==> src/rtl/core/dau_pkg.sv <==
// Shared constants, types and the arctangent table of the dihedral angle unit.
package dau_pkg;

    // Extra fraction bits carried on the bond length and on Y.
    localparam int LEN_EXTRA = 16;
    // Significant bits kept after normalization of the atan2 arguments.
    localparam int NORM_BITS = 30;
    // Limb width of the partial-product multiplier.
    localparam int MUL_LIMB = 24;
    // Number of entries in the arctangent table.
    localparam int ATAN_LEN = 32;
    // Working widths of the rotation stages.
    localparam int UV_BITS = 33;
    localparam int Z_BITS = 34;
    // Output angle: signed Q9.16 degrees.
    localparam int ANGLE_BITS = 25;
    localparam int ANGLE_MAX = 11796480;

    // Angles in Q.24 degrees.
    localparam logic signed [Z_BITS-1:0] DEG90_Q24 = Z_BITS'(64'sd1509949440);
    localparam logic signed [Z_BITS-1:0] DEG180_Q24 = Z_BITS'(64'sd3019898880);
    localparam logic signed [Z_BITS-1:0] ROUND_HALF = Z_BITS'(64'sd128);
    localparam int ROUND_SHIFT = 8;

    // atan(2^-i) in degrees, Q.24.
    localparam logic [31:0] ATAN_Q24 [ATAN_LEN] = '{
        32'd754974720, 32'd445687602, 32'd235489088, 32'd119537938,
        32'd60000934, 32'd30029717, 32'd15018523, 32'd7509720,
        32'd3754917, 32'd1877466, 32'd938734, 32'd469367,
        32'd234684, 32'd117342, 32'd58671, 32'd29335,
        32'd14668, 32'd7334, 32'd3667, 32'd1833,
        32'd917, 32'd458, 32'd229, 32'd115,
        32'd57, 32'd29, 32'd14, 32'd7,
        32'd4, 32'd2, 32'd1, 32'd0
    };

    // Per-item flags that ride along the angle pipeline.
    typedef struct packed {
        logic xneg;
        logic yneg;
        logic degen;
        logic force90;
    } dau_flags_t;

endpackage

==> src/rtl/core/dau_mul.sv <==
// Signed multiplier split into limb partial products over three register stages.
module dau_mul #(
    parameter int WA = 25,
    parameter int WB = 51
) (
    input  logic                    clk,
    input  logic signed [WA-1:0]    a,
    input  logic signed [WB-1:0]    b,
    output logic signed [WA+WB-1:0] p
);
    import dau_pkg::*;

    localparam int L = MUL_LIMB;
    localparam int NA = (WA + L - 1) / L;
    localparam int NB = (WB + L - 1) / L;
    localparam int OW = WA + WB;

    logic signed [NA*L-1:0] a_ext;
    logic signed [NB*L-1:0] b_ext;
    logic signed [L:0]      la [NA];
    logic signed [L:0]      lb [NB];
    logic signed [2*L+1:0]  pp_reg [NA][NB];
    logic signed [OW-1:0]   row_reg [NA];
    logic signed [OW-1:0]   p_next;
    logic signed [OW-1:0]   p_reg;

    assign a_ext = (NA*L)'(a);
    assign b_ext = (NB*L)'(b);

    // The top limb carries the sign; lower limbs are unsigned.
    generate
        for (genvar i = 0; i < NA; i++) begin : g_la
            if (i == NA - 1) begin : g_top
                assign la[i] = (L+1)'(signed'(a_ext[i*L +: L]));
            end else begin : g_low
                assign la[i] = signed'({1'b0, a_ext[i*L +: L]});
            end
        end
        for (genvar j = 0; j < NB; j++) begin : g_lb
            if (j == NB - 1) begin : g_top
                assign lb[j] = (L+1)'(signed'(b_ext[j*L +: L]));
            end else begin : g_low
                assign lb[j] = signed'({1'b0, b_ext[j*L +: L]});
            end
        end
    endgenerate

    always_ff @(posedge clk)
    begin
        for (int i = 0; i < NA; i++)
        begin
            for (int j = 0; j < NB; j++)
            begin
                pp_reg[i][j] <= la[i] * lb[j];
            end
        end
    end

    generate
        for (genvar i = 0; i < NA; i++) begin : g_row
            logic signed [OW-1:0] row_sum;
            always_comb
            begin
                row_sum = '0;
                for (int j = 0; j < NB; j++)
                begin
                    row_sum = row_sum + (OW'(pp_reg[i][j]) <<< (j*L));
                end
            end
            always_ff @(posedge clk)
            begin
                row_reg[i] <= row_sum;
            end
        end
    endgenerate

    always_comb
    begin
        p_next = '0;
        for (int i = 0; i < NA; i++)
        begin
            p_next = p_next + (row_reg[i] <<< (i*L));
        end
    end

    always_ff @(posedge clk)
    begin
        p_reg <= p_next;
    end

    assign p = p_reg;
endmodule

==> config.mk <==
export PLATFORM = sky130hd
export DESIGN_NAME = dau_mul
export DESIGN_NICKNAME = d
export VERILOG_FILES = /design/src/rtl/core/dau_pkg.sv /design/src/rtl/core/dau_mul.sv
export SDC_FILE = /design/constraint.sdc
export NUM_CORES = 2
export LEC_CHECK = 0
export BUFFER_PORTS_ARGS = -buffer_cell sky130_fd_sc_hd__buf_2
export CAP_MARGIN = 0
export CORE_ASPECT_RATIO = 1.25
export CORE_UTILIZATION = 70
export DETAILED_ROUTE_END_ITERATION = 12
export PLACE_DENSITY_LB_ADDON = 0.3
export SLEW_MARGIN = 0
export SYNTH_ARGS = -nofsm -noshare
export SYNTH_HDL_FRONTEND = slang
export SYNTH_SLANG_ARGS = --single-unit
==> constraint.sdc <==
create_clock -name clk -period 12.4 [get_ports clk]
set_input_delay 1.24 -clock clk [delete_from_list [all_inputs] [get_ports clk]]
set_output_delay 1.24 -clock clk [all_outputs]
set_load 0.03 [all_outputs]
Yosys cells after proc, flatten, opt, wreduce, memory -nomap -nowiden
Memories as Yosys holds them, arrays and structs flattened.
Index checks and enable logic that the tools add are counted.
{ "word_totals": {"reg_bits": 76, "ramBits": 452, "input_bits": 77, "output_inout_bits": 76, "wordCells": 14, "mem_count": 2} }
{ "op_classes": {"addsub": 5, "n_mul": 6} }
{ "memory_table": {"columns": ["memory", "words", "width", "rd", "rd_ports_with_merged_regs", "write_ports", "line_no", "text"], "rows": [
  ["pp_reg", 2, 150, 2, 0, 2, "dau_mul.sv:22", "logic signed [2*L+1:0] pp_reg [NA][NB];"],
  ["row_reg", 2, 76, 2, 0, 2, "dau_mul.sv:23", "logic signed [OW-1:0] row_reg [NA];"]
]} }
{ "ops": {"columns": ["operator", "count"], "rows": [
  ["adder 76 bit", 2],
  ["adder 50 x 74 -> 75 bit", 2],
  ["multiplier 24 x 24 -> 48 bit", 2],
  ["adder 75 x 76 -> 76 bit", 1],
  ["multiplier 1 x 25 -> 26 bit", 2],
  ["multiplier 25 x 3 -> 28 bit", 1],
  ["multiplier 1 x 3 -> 4 bit", 1]
]} }

Depth between registers and ports, before layout
An unclocked memory read counts as a cell.
{ "depth": {"depth_word": 3, "ltp_mapped": 28, "ltp_nobuf": 25} }

Worst setup path after synthesis
Ideal clock, no wire load.
{ "synth_timing": {"path_type": "input-to-reg", "from": "input port b[27]", "to": "memory pp_reg[0][95] in the netlist's numbering", "setup_time_ps": 92, "arrival_time_ps": 7733, "required_ps": 12308, "path_slack_ps": 4575, "cell_stages": 26, "path_buffers": 2, "cell_sequence": "clkbuf_1 > clkbuf_1 > nand2_1 > fa_1 > inv_1 > fa_1 > inv_1 > fa_1 > inv_1 > fa_1 > inv_1 > fa_1 > inv_1 > fa_1 > inv_1 > fa_1 > inv_1 > ha_1 > and2_1 > nand3_1 > or4_1 > a21o_1 > a21o_1 > o21ai_1 > mux2i_1 > nor4_1"} }
{ "synth_lines": {"columns": ["element", "line_no", "text"], "rows": [
  ["start, declared", "dau_mul.sv:8", "input logic signed [WB-1:0] b,"],
  ["end, declared", "dau_mul.sv:22", null]
]} }

==> impl_metrics.ini <==
[clock_tree]
cts_buffers = 37
post_cts_buffers = 0
clock_latency_ns = 0.56
cts_num_sinks = 384
path_clk_slew_ns = 0.06
clock_path_buffers = 3
cts_resized = 0
cts_tree = done
cts_root_buf = clkbuf_16
ctsHoldBuffers = 0
htree_num_levels = 2

[critical_path]
crit_type = primary input to flop
crit_family = adder cells
crit_top_cell = fa_1
critical_path.max_stage_delay_ns = 0.54
crit_arrival_ns = 8.70
cp-end-kind = flop
cp_num_buf_inv = 7
worstPathRequired_ns = 12.82
crit_slowest_cell = fa_1
cp_max_fo = 38
start_kind = primary input
reg2reg_depth = 16
cp.depth = 25

[grt]
met1_usage = 0.447
grt_pass1_wl_mm = 235
grt_max_degree = 69
grt_remaining_overflow = 0
met3_usage = 0.0567
track_usage = 0.365
first_global_vias = 45900
antenna_found_initial = 5
top_usage_layer = met2
use_met2 = 0.618

[sta]
period_needed_ns = 8.28
relSlewSlack = 0.354
fin_skew_ns = 0.0311
setup_viol = 0
finalHoldViolCount = 0
rsz0062_at_grt = no
slew_violations = 0
fmax_mhz = 121
worst_slew_pin_slew_ns = 0.969
tns_ns = 0
period_share = 0.668

[detailed_routing]
drt_iter0_drc = 3605
drt-total-wl_mm = 146
wl_per_cell_um = 20.1
vias_per_cell = 5.95
postRouteAntennaNets = 0
dr.pass1.iters = 6
drc = 0
vias = 43100

[logic_synthesis]
synth-edff-count = 0
synth_nets = 7872
syn_inst = 6275
synthDominantCellAreaShare = 0.352
async_flop_share = 0
synth.area.top_cells = fa_1, dfxtp_1, ha_1, inv_1, and2_1
synth_flop_cell = dfxtp_1
post_synth_num_cell_types = 81
ys_seq_elements = 384
yosysSeqAreaShare = 0.136
yosys_warnings = 0
syn_area_um2 = 56400
yosys.area.top_type = fa_1
synth.avg_cell_area_um2 = 8.99

[layout]
design_area_um2 = 58700
layout.nets = 7755
layout-drive-gt1-share = 0.0456
largest_register_ffs = 180
most-common-layout-cells = inv_1, fa_1, nand2_1
syn_to_final_growth_pct = 4.09
layout_commonest_cell = inv_1

[floorplanning]
placementRows = 116
initial_core_util = 0.705
dieWidth_um = 256
coreArea_um2 = 80000
die_y_um = 319
io_pins = 153
dieArea_um2 = 81700

[place]
port_buffers = 152
gp_congestion = 0.999
hpwl_mm = 110
post_dp_cell_area_um2 = 57500

[run_status]
status = finished, final reports clean

[min_path]
hold_class = flop to flop
min_delay_path_depth = 0

[job]
cap_violations = 0
path summary, 6_finish.rpt:
| check | startpoint | endpoint | slack, ns |
|---|---|---|---|
| max | a[10] | pp_reg[0][96]$_DFF_P_ | 4.12 |
| min | row_reg[0][14]$_DFF_P_ | p[14]$_DFF_P_ | 0.32 |
| max reg2reg | pp_reg[1][148]$_DFF_P_ | row_reg[0][127]$_DFF_P_ | 7.71 |
| min reg2reg | row_reg[0][14]$_DFF_P_ | p[14]$_DFF_P_ | 0.32 |
layout make-up:
class                   instances  area, µm²
multi-input cells            4365      43000
fillers                      5878      21300
flip-flops and latches        384       7690
inverters                    1186       4450
well taps                    1062       1330
repair buffers                184       1000
clock buffers                  43       1000
clock inverters                19        263
diodes                          1       2.50
layer usage:
layer	vias to the layer above	routed length (µm)	part of all wire
met3	596	12400	0.085
met1	21300	54000	0.37
li1	19000	-	-
met5	-	13	0.000089
met2	2226	70400	0.48
met4	2	8850	0.061
through the flow:
step	utilization	cells	setup slack (ns)	hold WS, ns
detailed placement	0.718	7181	3.63	0.312
CTS	0.734	7243	4.23	0.324
global route	0.734	7244	3.60	0.330
finish	0.734	7244	4.12	0.324
floorplan	-	6275	4.58	0.310
global placement	0.718	7181	3.78	0.310
cell usage after synthesis, drive strengths merged, types with 12 or more instances:
library cell  instances
nor3                 37
nor2                119
nand4                43
xor2                 88
nand2b               55
a31o                 12
dfxtp               384
nand3                55
or3                  15
a31oi                33
o21a                 27
inv                1186
a21o                149
a21oi               234
and3                 37
xnor2               180
fa                  992
a211oi               16
ha                  528
o21ai               122
clkbuf              332
and2                632
nor4                 16
nand2               732
o21bai               40
nor2b                39
cell families (layout without fill, tap and decap cells):
kind of cell,after synthesis,count (layout),share of synthesized area
other cells,0,1,0
compound gates,744,744,0.0849
buf+inv,1526,1432,0.102
xor+xnor,268,268,0.0416
flops,384,384,0.136
mux,2,2,0.000355
simple gates,1831,1831,0.166
fa+ha+maj,1520,1520,0.469
Power is left out: the tool's default activity adds up to more than one toggle a clock period on the data nets, which glitch-free logic cannot reach.
